`src/rtl/core/cpl_pkg.sv`:
```
// Shared types and constants for the correlation peak locator.
package cpl_pkg;

  localparam int unsigned CFG_W    = 9;
  localparam int unsigned SAMPLE_W = 16;
  localparam int unsigned SHIFT_W  = 9;
  localparam int unsigned APB_DW   = 32;
  localparam int unsigned APB_AW   = 3;

  localparam logic [CFG_W-1:0]    ROW_COUNT_RST = CFG_W'(128);
  localparam logic [CFG_W-1:0]    COL_COUNT_RST = CFG_W'(128);
  localparam logic [SAMPLE_W-1:0] PEAK_RST      = {1'b1, {(SAMPLE_W-1){1'b0}}};

  typedef enum logic {
    REG_ROW_COUNT = 1'b0,
    REG_COL_COUNT = 1'b1
  } cpl_reg_e;

  typedef struct packed {
    logic [CFG_W-1:0] rows;
    logic [CFG_W-1:0] cols;
  } cpl_dims_t;

endpackage

```
`src/rtl/core/cpl_apb_regs.sv`:
```
// Configuration registers behind the APB port, with clamped map dimensions.
module cpl_apb_regs #(
  parameter int unsigned MAX_DIM = 256
) (
  input  logic                             clk_i,
  input  logic                             rst_ni,
  input  logic                             psel,
  input  logic                             penable,
  input  logic                             pwrite,
  input  logic [cpl_pkg::APB_AW-1:0]       paddr,
  input  logic [cpl_pkg::APB_DW-1:0]       pwdata,
  output logic [cpl_pkg::APB_DW-1:0]       prdata,
  output logic                             pready,
  output cpl_pkg::cpl_dims_t               dims_o
);

  logic [cpl_pkg::CFG_W-1:0] row_count_q, row_count_d;
  logic [cpl_pkg::CFG_W-1:0] col_count_q, col_count_d;
  cpl_pkg::cpl_reg_e         reg_sel;
  logic                      wr_en;

  function automatic logic [cpl_pkg::CFG_W-1:0] clamp_count(logic [cpl_pkg::CFG_W-1:0] v);
    logic [cpl_pkg::CFG_W-1:0] r;
    r = v;
    if (v == '0) begin
      r = cpl_pkg::CFG_W'(1);
    end else if (32'(v) > 32'(MAX_DIM)) begin
      r = cpl_pkg::CFG_W'(MAX_DIM);
    end
    return r;
  endfunction

  assign pready  = 1'b1;
  assign reg_sel = cpl_pkg::cpl_reg_e'(paddr[2]);
  assign wr_en   = psel && penable && pwrite;

  always_comb begin
    row_count_d = row_count_q;
    col_count_d = col_count_q;
    prdata      = '0;
    unique case (reg_sel)
      cpl_pkg::REG_ROW_COUNT: begin
        prdata = cpl_pkg::APB_DW'(row_count_q);
        if (wr_en) row_count_d = pwdata[cpl_pkg::CFG_W-1:0];
      end
      cpl_pkg::REG_COL_COUNT: begin
        prdata = cpl_pkg::APB_DW'(col_count_q);
        if (wr_en) col_count_d = pwdata[cpl_pkg::CFG_W-1:0];
      end
      default: begin
        prdata = '0;
      end
    endcase
  end

  always_ff @(posedge clk_i or negedge rst_ni) begin
    if (!rst_ni) begin
      row_count_q <= cpl_pkg::ROW_COUNT_RST;
      col_count_q <= cpl_pkg::COL_COUNT_RST;
    end else begin
      row_count_q <= row_count_d;
      col_count_q <= col_count_d;
    end
  end

  assign dims_o.rows = clamp_count(row_count_q);
  assign dims_o.cols = clamp_count(col_count_q);

endmodule

```
`src/rtl/core/cpl_peak_track.sv`:
```
// Input register, running maximum and row/column position counters.
module cpl_peak_track #(
  parameter int unsigned MAX_DIM = 256,
  parameter int unsigned CW      = $clog2(MAX_DIM)
) (
  input  logic                                clk_i,
  input  logic                                rst_ni,
  input  logic                                in_valid_i,
  output logic                                in_stall_o,
  input  logic signed [cpl_pkg::SAMPLE_W-1:0] sample_real_i,
  input  cpl_pkg::cpl_dims_t                  dims_i,
  input  logic                                res_busy_i,
  output logic                                res_load_o,
  output logic signed [cpl_pkg::SAMPLE_W-1:0] res_value_o,
  output logic [CW-1:0]                       res_row_o,
  output logic [CW-1:0]                       res_col_o
);

  localparam int unsigned XW = ((CW > cpl_pkg::CFG_W) ? CW : cpl_pkg::CFG_W) + 1;

  logic                                s1_valid_q, s1_valid_d;
  logic signed [cpl_pkg::SAMPLE_W-1:0] s1_sample_q, s1_sample_d;
  logic signed [cpl_pkg::SAMPLE_W-1:0] best_value_q, best_value_d;
  logic [CW-1:0]                       best_row_q, best_row_d;
  logic [CW-1:0]                       best_col_q, best_col_d;
  logic [CW-1:0]                       cur_row_q, cur_row_d;
  logic [CW-1:0]                       cur_col_q, cur_col_d;

  logic [XW-1:0] col_next, row_next;
  logic          col_end, row_end, map_end;
  logic          advance, accept, better;
  logic signed [cpl_pkg::SAMPLE_W-1:0] upd_value;
  logic [CW-1:0] upd_row, upd_col;

  assign col_next = XW'(cur_col_q) + XW'(1);
  assign row_next = XW'(cur_row_q) + XW'(1);
  assign col_end  = col_next >= XW'(dims_i.cols);
  assign row_end  = row_next >= XW'(dims_i.rows);
  assign map_end  = col_end && row_end;

  // hold the sample while a finished map waits on a full result register
  assign advance    = s1_valid_q && !(map_end && res_busy_i);
  assign in_stall_o = s1_valid_q && !advance;
  assign accept     = in_valid_i && !in_stall_o;

  assign better    = s1_sample_q > best_value_q;
  assign upd_value = better ? s1_sample_q : best_value_q;
  assign upd_row   = better ? cur_row_q : best_row_q;
  assign upd_col   = better ? cur_col_q : best_col_q;

  assign res_load_o  = advance && map_end;
  assign res_value_o = upd_value;
  assign res_row_o   = upd_row;
  assign res_col_o   = upd_col;

  always_comb begin
    s1_valid_d   = s1_valid_q;
    s1_sample_d  = s1_sample_q;
    best_value_d = best_value_q;
    best_row_d   = best_row_q;
    best_col_d   = best_col_q;
    cur_row_d    = cur_row_q;
    cur_col_d    = cur_col_q;
    if (advance) begin
      s1_valid_d = 1'b0;
      if (map_end) begin
        best_value_d = cpl_pkg::PEAK_RST;
        best_row_d   = '0;
        best_col_d   = '0;
        cur_row_d    = '0;
        cur_col_d    = '0;
      end else begin
        best_value_d = upd_value;
        best_row_d   = upd_row;
        best_col_d   = upd_col;
        if (col_end) begin
          cur_col_d = '0;
          cur_row_d = row_next[CW-1:0];
        end else begin
          cur_col_d = col_next[CW-1:0];
        end
      end
    end
    if (accept) begin
      s1_valid_d  = 1'b1;
      s1_sample_d = sample_real_i;
    end
  end

  always_ff @(posedge clk_i or negedge rst_ni) begin
    if (!rst_ni) begin
      s1_valid_q   <= 1'b0;
      best_value_q <= cpl_pkg::PEAK_RST;
      best_row_q   <= '0;
      best_col_q   <= '0;
      cur_row_q    <= '0;
      cur_col_q    <= '0;
    end else begin
      s1_valid_q   <= s1_valid_d;
      best_value_q <= best_value_d;
      best_row_q   <= best_row_d;
      best_col_q   <= best_col_d;
      cur_row_q    <= cur_row_d;
      cur_col_q    <= cur_col_d;
    end
  end

  always_ff @(posedge clk_i) begin
    s1_sample_q <= s1_sample_d;
  end

endmodule

```
`src/rtl/core/cpl_result_reg.sv`:
```
// Wraparound of the peak position and the registered result beat.
module cpl_result_reg #(
  parameter int unsigned MAX_DIM = 256,
  parameter int unsigned CW      = $clog2(MAX_DIM)
) (
  input  logic                                clk_i,
  input  logic                                rst_ni,
  input  logic                                load_i,
  input  logic signed [cpl_pkg::SAMPLE_W-1:0] value_i,
  input  logic [CW-1:0]                       row_i,
  input  logic [CW-1:0]                       col_i,
  input  cpl_pkg::cpl_dims_t                  dims_i,
  output logic                                busy_o,
  output logic                                out_valid_o,
  input  logic                                out_stall_i,
  output logic signed [cpl_pkg::SHIFT_W-1:0]  row_shift_o,
  output logic signed [cpl_pkg::SHIFT_W-1:0]  col_shift_o,
  output logic signed [cpl_pkg::SAMPLE_W-1:0] peak_value_o
);

  localparam int unsigned XW = ((CW > cpl_pkg::CFG_W) ? CW : cpl_pkg::CFG_W) + 1;

  logic                                valid_q, valid_d;
  logic signed [cpl_pkg::SHIFT_W-1:0]  row_shift_q, row_shift_d;
  logic signed [cpl_pkg::SHIFT_W-1:0]  col_shift_q, col_shift_d;
  logic signed [cpl_pkg::SAMPLE_W-1:0] peak_q, peak_d;

  function automatic logic [cpl_pkg::SHIFT_W-1:0] wrap(logic [CW-1:0] pos,
                                                      logic [cpl_pkg::CFG_W-1:0] n);
    logic [XW-1:0] d;
    d = XW'(pos);
    if (XW'(pos) > XW'(n >> 1)) begin
      d = XW'(pos) - XW'(n);
    end
    return d[cpl_pkg::SHIFT_W-1:0];
  endfunction

  assign busy_o = valid_q && out_stall_i;

  always_comb begin
    valid_d     = valid_q;
    row_shift_d = row_shift_q;
    col_shift_d = col_shift_q;
    peak_d      = peak_q;
    if (valid_q && !out_stall_i) valid_d = 1'b0;
    if (load_i) begin
      valid_d     = 1'b1;
      row_shift_d = wrap(row_i, dims_i.rows);
      col_shift_d = wrap(col_i, dims_i.cols);
      peak_d      = value_i;
    end
  end

  always_ff @(posedge clk_i or negedge rst_ni) begin
    if (!rst_ni) begin
      valid_q <= 1'b0;
    end else begin
      valid_q <= valid_d;
    end
  end

  always_ff @(posedge clk_i) begin
    row_shift_q <= row_shift_d;
    col_shift_q <= col_shift_d;
    peak_q      <= peak_d;
  end

  assign out_valid_o  = valid_q;
  assign row_shift_o  = row_shift_q;
  assign col_shift_o  = col_shift_q;
  assign peak_value_o = peak_q;

endmodule

```
`src/rtl/core/correlation_peak_locator.sv`:
```
// Top level of the correlation peak locator.
//
//   channel | direction | handshake              | payload
//   --------+-----------+------------------------+-------------------------------------
//   in      | sink      | in_valid_i/in_stall_o  | sample_real_i
//   out     | source    | out_valid_o/out_stall_i| row_shift_o, col_shift_o, peak_value_o
//   cfg     | APB slave | psel/penable/pready    | paddr, pwdata, prdata
//
// One sample a cycle unless the input stalls: each sample is held in the input register,
// where the compare and the position counters act, and a map's result is loaded into the
// output register from there once its last sample has been compared.
// Reset clears the counters and both valid flags and sets the running peak to the most
// negative value; the registers return to 128 rows and 128 columns. A stalled result only
// stops the input when the sample waiting in the input register would finish the next map.
module correlation_peak_locator #(
  parameter int unsigned MAX_DIM = 256
) (
  input  logic                                clk_i,
  input  logic                                rst_ni,
  input  logic                                in_valid_i,
  output logic                                in_stall_o,
  input  logic signed [cpl_pkg::SAMPLE_W-1:0] sample_real_i,
  output logic                                out_valid_o,
  input  logic                                out_stall_i,
  output logic signed [cpl_pkg::SHIFT_W-1:0]  row_shift_o,
  output logic signed [cpl_pkg::SHIFT_W-1:0]  col_shift_o,
  output logic signed [cpl_pkg::SAMPLE_W-1:0] peak_value_o,
  input  logic                                psel,
  input  logic                                penable,
  input  logic                                pwrite,
  input  logic [cpl_pkg::APB_AW-1:0]          paddr,
  input  logic [cpl_pkg::APB_DW-1:0]          pwdata,
  output logic [cpl_pkg::APB_DW-1:0]          prdata,
  output logic                                pready
);

  localparam int unsigned CW = $clog2(MAX_DIM);

  cpl_pkg::cpl_dims_t                  dims;
  logic                                res_busy;
  logic                                res_load;
  logic signed [cpl_pkg::SAMPLE_W-1:0] res_value;
  logic [CW-1:0]                       res_row;
  logic [CW-1:0]                       res_col;

  cpl_apb_regs #(
    .MAX_DIM (MAX_DIM)
  ) u_regs (
    .clk_i   (clk_i),
    .rst_ni  (rst_ni),
    .psel    (psel),
    .penable (penable),
    .pwrite  (pwrite),
    .paddr   (paddr),
    .pwdata  (pwdata),
    .prdata  (prdata),
    .pready  (pready),
    .dims_o  (dims)
  );

  cpl_peak_track #(
    .MAX_DIM (MAX_DIM),
    .CW      (CW)
  ) u_track (
    .clk_i         (clk_i),
    .rst_ni        (rst_ni),
    .in_valid_i    (in_valid_i),
    .in_stall_o    (in_stall_o),
    .sample_real_i (sample_real_i),
    .dims_i        (dims),
    .res_busy_i    (res_busy),
    .res_load_o    (res_load),
    .res_value_o   (res_value),
    .res_row_o     (res_row),
    .res_col_o     (res_col)
  );

  cpl_result_reg #(
    .MAX_DIM (MAX_DIM),
    .CW      (CW)
  ) u_result (
    .clk_i        (clk_i),
    .rst_ni       (rst_ni),
    .load_i       (res_load),
    .value_i      (res_value),
    .row_i        (res_row),
    .col_i        (res_col),
    .dims_i       (dims),
    .busy_o       (res_busy),
    .out_valid_o  (out_valid_o),
    .out_stall_i  (out_stall_i),
    .row_shift_o  (row_shift_o),
    .col_shift_o  (col_shift_o),
    .peak_value_o (peak_value_o)
  );

endmodule
```
`config.mk`:
```
export PLATFORM = sky130hd
export DESIGN_NAME = correlation_peak_locator
export DESIGN_NICKNAME = d
export VERILOG_FILES = /design/src/rtl/core/cpl_pkg.sv /design/src/rtl/core/cpl_apb_regs.sv /design/src/rtl/core/cpl_peak_track.sv /design/src/rtl/core/cpl_result_reg.sv /design/src/rtl/core/correlation_peak_locator.sv
export SDC_FILE = /design/constraint.sdc
export NUM_CORES = 1
export LEC_CHECK = 0
export ABC_AREA = 1
export BUFFER_PORTS_ARGS = -buffer_cell sky130_fd_sc_hd__buf_2
export CAP_MARGIN = 10
export CORE_MARGIN = 4
export CORE_UTILIZATION = 50
export CTS_CLUSTER_SIZE = 24
export DETAILED_ROUTE_END_ITERATION = 16
export GPL_TIMING_DRIVEN = 1
export PLACE_DENSITY = 0.78
export SLEW_MARGIN = 5
export SYNTH_ARGS = -nofsm -noshare
export SYNTH_HDL_FRONTEND = slang
export SYNTH_SLANG_ARGS = --single-unit
```
`constraint.sdc`:
```
create_clock -name clk_i -period 5.19 [get_ports clk_i]
set_input_delay 0.2595 -clock clk_i [delete_from_list [all_inputs] [get_ports clk_i]]
set_output_delay 0.2595 -clock clk_i [all_outputs]
set_load 0.05 [all_outputs]
```
==> results.toml <==
[power]
powerDensity_mw_per_mm2 = 635
peakVddDrop_mv = 0.303
netSwitchingFraction_pct = 45.6
pwr-share-seq_pct = 26.6
p_leak_uw = 0.00445
clockPowerShare_pct = 20.5
p_sw_uw = 2450
combPwrFrac_pct = 52.8
intPower_uw = 2930

[timing]
slew_headroom_pct = 42.5
timing.hold.ws_ns = 0.0122
setup_violations = 0
period_share_pct = 84.6
fmax_ghz = 0.228
rsz0062_at_grt = "false"
hold_viol = 0
clock-skew-final_ns = 0.00860
setup_tns_ns = 0
layout_setup_ws_ns = 0.798
drv_slew = 0
tightestPinTransition_ns = 0.862
fin_crit_ns = 4.39

[setup_path]
worstSetupStartpointType = "register"
worstSetupPathType = "reg2reg"
r2r-end = "u_track.cur_row_q[7]$_DFFE_PN0P_"
r2r_slack_ns = 0.80
crit_family = "simple AND/OR/NAND/NOR gates"
critPathSlowestCell = "nor2_1"
end_kind = "register"
timing.critical_path.mode_cell = "inv_1"
crit_chain = "nor4_1 > nand2_1 > nand2_1 > inv_1 > nor2_1 > inv_1 > ha_1 > inv_1 > nor2_1 > o211ai_1 > o2111ai_1 > a31oi_1 > inv_1 > nand2_2 > inv_1 > nand3_1 > nand2_2 > nor2_1 > nand2_1 > o22ai_1"
slowest_delay_ns = 0.62
crit_buf_inv = 5
worstPathMaxFanout = 17
reg2reg_depth = 20
reg2reg_from = "u_regs.row_count_q[5]$_DFFE_PN0P_"
cp.required_ns = 5.52
worstPathArrival_ns = 4.72

[routing]
drtIter0Drc = 426
via_per_inst = 5.14
drc_errors = 0
dr_total_vias = 6156
wl_mm = 16.4
antenna_left = 0
drtPass1Iterations = 5
wl_per_cell_um = 13.7

[logic_synthesis]
yosys.area_share.adder_pct = 11.0
synth_seq_area_share_pct = 43.3
synth_cells = 919
ys.flop_type = "dfrtp_1"
synth-xor-area-share_pct = 1.77
post_synth_and_or_nand_nor_area_fraction_pct = 23.1
synth_compound_area_share_pct = 10.1
netlist.area_leader.share_pct = 21.9
synth_area_leaders = "dfrtp_1 (22%), edfxtp_1 (20%), nand2_1 (14%)"
synth_edf_count = 50
yosysWarnings = 0
postSynth.asyncResetShare_pct = 57.6
synth_cell_type_count = 38
syn-cell-area_mm2 = 0.00741
synth.avg_cell_area_um2 = 8.07
synthMuxAreaShare_pct = 0
synth_top_family_by_area = "simple AND/OR/NAND/NOR gates"
yosys.area.top_type = "dfrtp_1"
ys_ff_latch = 118

[die]
design.core.area_mm2 = 0.0145
dieArea_mm2 = 0.0168
dieWidth_um = 130
rows = 44
start_util_pct = 51.0
io_pins = 127
die_h_um = 130

[clocking]
cts_resized = 0
clkLatencyLatePin_ns = 0.42
root_buffer = "clkbuf_16"
path_clk_slew_ns = 0.06
ctsHoldBuffers = 0
clockBufferDepth = 2
cts_htree_levels = 4
cts_tree = "done"
cts_buffers = 17
cts.sinks = 118
post_cts_buffers = 0

[global_routing]
grt_usage_pct = 20.6
grt_pass1_vias = 5981
busiest_layer = "met2"
grt-ovfl-total = 0
grt_use_met3_pct = 4.30
grt_max_degree = 69
grt_pass1_wl_mm = 27.5
grtUsageMet2_pct = 32.5
antenna_found_initial = 0
met1_usage_pct = 27.4

[hold_path]
hold_start = "sample_real_i[4]"
whs_endpoint = "u_track.s1_sample_q[4]$_DFFE_PP_"
worstHoldPathCells = 1
min-delay-path-class = "in2reg"

[place]
gp_congestion = 0.840
portBuffers = 77
hpwl_mm = 11.8
place_ws_ns = 0.908

[status]
outcome = "complete, no violations"

[finish]
final_nets = 1124
drive_gt1_share_pct = 13.4
fillers = 1305
area_growth_pct = 14.2
n_antenna_cell = 0

[flow_run]
drv_cap = 0
-- cells in the final DEF, fill, tap and decap left out, drive strengths merged, types with 2 or more instances in the layout --
cell type  netlist  final
nor2            38     38
nand3           56     56
dfrtp           65     65
a21o             4      4
o21bai           4      4
conb             2     24
o31ai            2      2
nand3b           2      2
nor3             5      5
buf             32     85
edfxtp          50     50
inv            140    140
xnor2            2      2
o21ai           68     68
o22ai           23     23
nand4           10     10
nand2          288    288
a211oi           2      2
fa               2      2
dfstp            3      3
a21oi           22     22
nor4             7      7
ha              62     62
o211ai           2      2
xor2            13     13
clkinvlp         0      3
clkbuf          11     25
clkinv           0      3
-- power by group through the flow --
stage	logic (uW)	clock network, uW	registers [uW]
floorplan	2150	0	1540
CTS	2850	1120	1430
detailed placement	2820	0	1450
finish	2840	1100	1430
global route	3280	1160	1460
global placement	2740	0	1440
-- final cells by class --
| type | count | area [um2] | share of cell area [%] |
|---|---|---|---|
| inverter | 140 | 526 | 6.21 |
| sequential | 118 | 3210 | 37.9 |
| multi-input combinational | 640 | 3500 | 41.3 |
| clock inverter | 6 | 41.3 | 0.488 |
| timing repair buffer | 85 | 445 | 5.26 |
| tap | 184 | 230 | 2.72 |
| clock buffer | 25 | 518 | 6.12 |
-- flip-flops by register name, summed over array words and instances, names as in the netlist --
register               flops
u_result.peak_value_o     16
u_track.best_value_q      16
u_track.s1_sample_q       16
u_regs.col_count_q         9
u_regs.row_count_q         9
u_result.col_shift_o       9
u_result.row_shift_o       9
u_track.best_col_q         8
u_track.best_row_q         8
u_track.cur_col_q          8
u_track.cur_row_q          8
u_result.out_valid_o       1
u_track.s1_valid_q         1
-- cells in the mapped netlist, drive strengths merged (2+ instances only) --
cell and n:
a211oi 2, a21o 4, a21oi 22, buf 32
clkbuf 11, conb 2, dfrtp 65, dfstp 3
edfxtp 50, fa 2, ha 62, inv 140
nand2 288, nand3 56, nand3b 2, nand4 10
nor2 38, nor3 5, nor4 7, o211ai 2
o21ai 68, o21bai 4, o22ai 23, o31ai 2
xnor2 2, xor2 13
-- kinds of logic (layout without fill, tap and decap cells) --
logic type | count (synthesis) | after routing
other cells | 2 | 24
simple gates | 407 | 407
flops | 118 | 118
xor+xnor | 15 | 15
compound gates | 130 | 130
fa+ha+maj | 64 | 64
buf+inv | 183 | 256
-- worst max-delay path by stage --
stage / to / startpoint / cells after the start / slack (ns)
floorplan: u_result.col_shift_o[0]$_DFFE_PP_ / u_regs.row_count_q[5]$_DFFE_PN0P_ / 21 / 1.35
global placement: u_track.cur_row_q[4]$_DFFE_PN0P_ / u_regs.row_count_q[5]$_DFFE_PN0P_ / 20 / 0.98
detailed placement: u_track.cur_row_q[7]$_DFFE_PN0P_ / u_regs.row_count_q[5]$_DFFE_PN0P_ / 20 / 0.91
CTS: u_track.cur_row_q[7]$_DFFE_PN0P_ / u_regs.row_count_q[5]$_DFFE_PN0P_ / 20 / 0.88
global route: u_track.cur_row_q[5]$_DFFE_PN0P_ / u_regs.row_count_q[5]$_DFFE_PN0P_ / 20 / 0.21
finish: u_track.cur_row_q[7]$_DFFE_PN0P_ / u_regs.row_count_q[5]$_DFFE_PN0P_ / 20 / 0.80
-- per-layer routing --
metal | share of wire [%] | wire length (um)
met1 | 46 | 7550
met2 | 47 | 7680
met3 | 4.6 | 755
met4 | 2.5 | 404
met5 | 0 | 0
-- metrics by stage --
stage | instance area [um2] | cells | util (%) | total power [uW]
after CTS | 8470 | 1198 | 58.3 | 5400
after global placement | 7910 | 1167 | 54.4 | 4180
after detailed placement | 7910 | 1167 | 54.4 | 4260
after global routing | 8470 | 1198 | 58.3 | 5900
final | 8470 | 1198 | 58.3 | 5380
after floorplan | 7500 | 941 | - | 3690
Note: power is estimated with default switching activity, not from simulation.
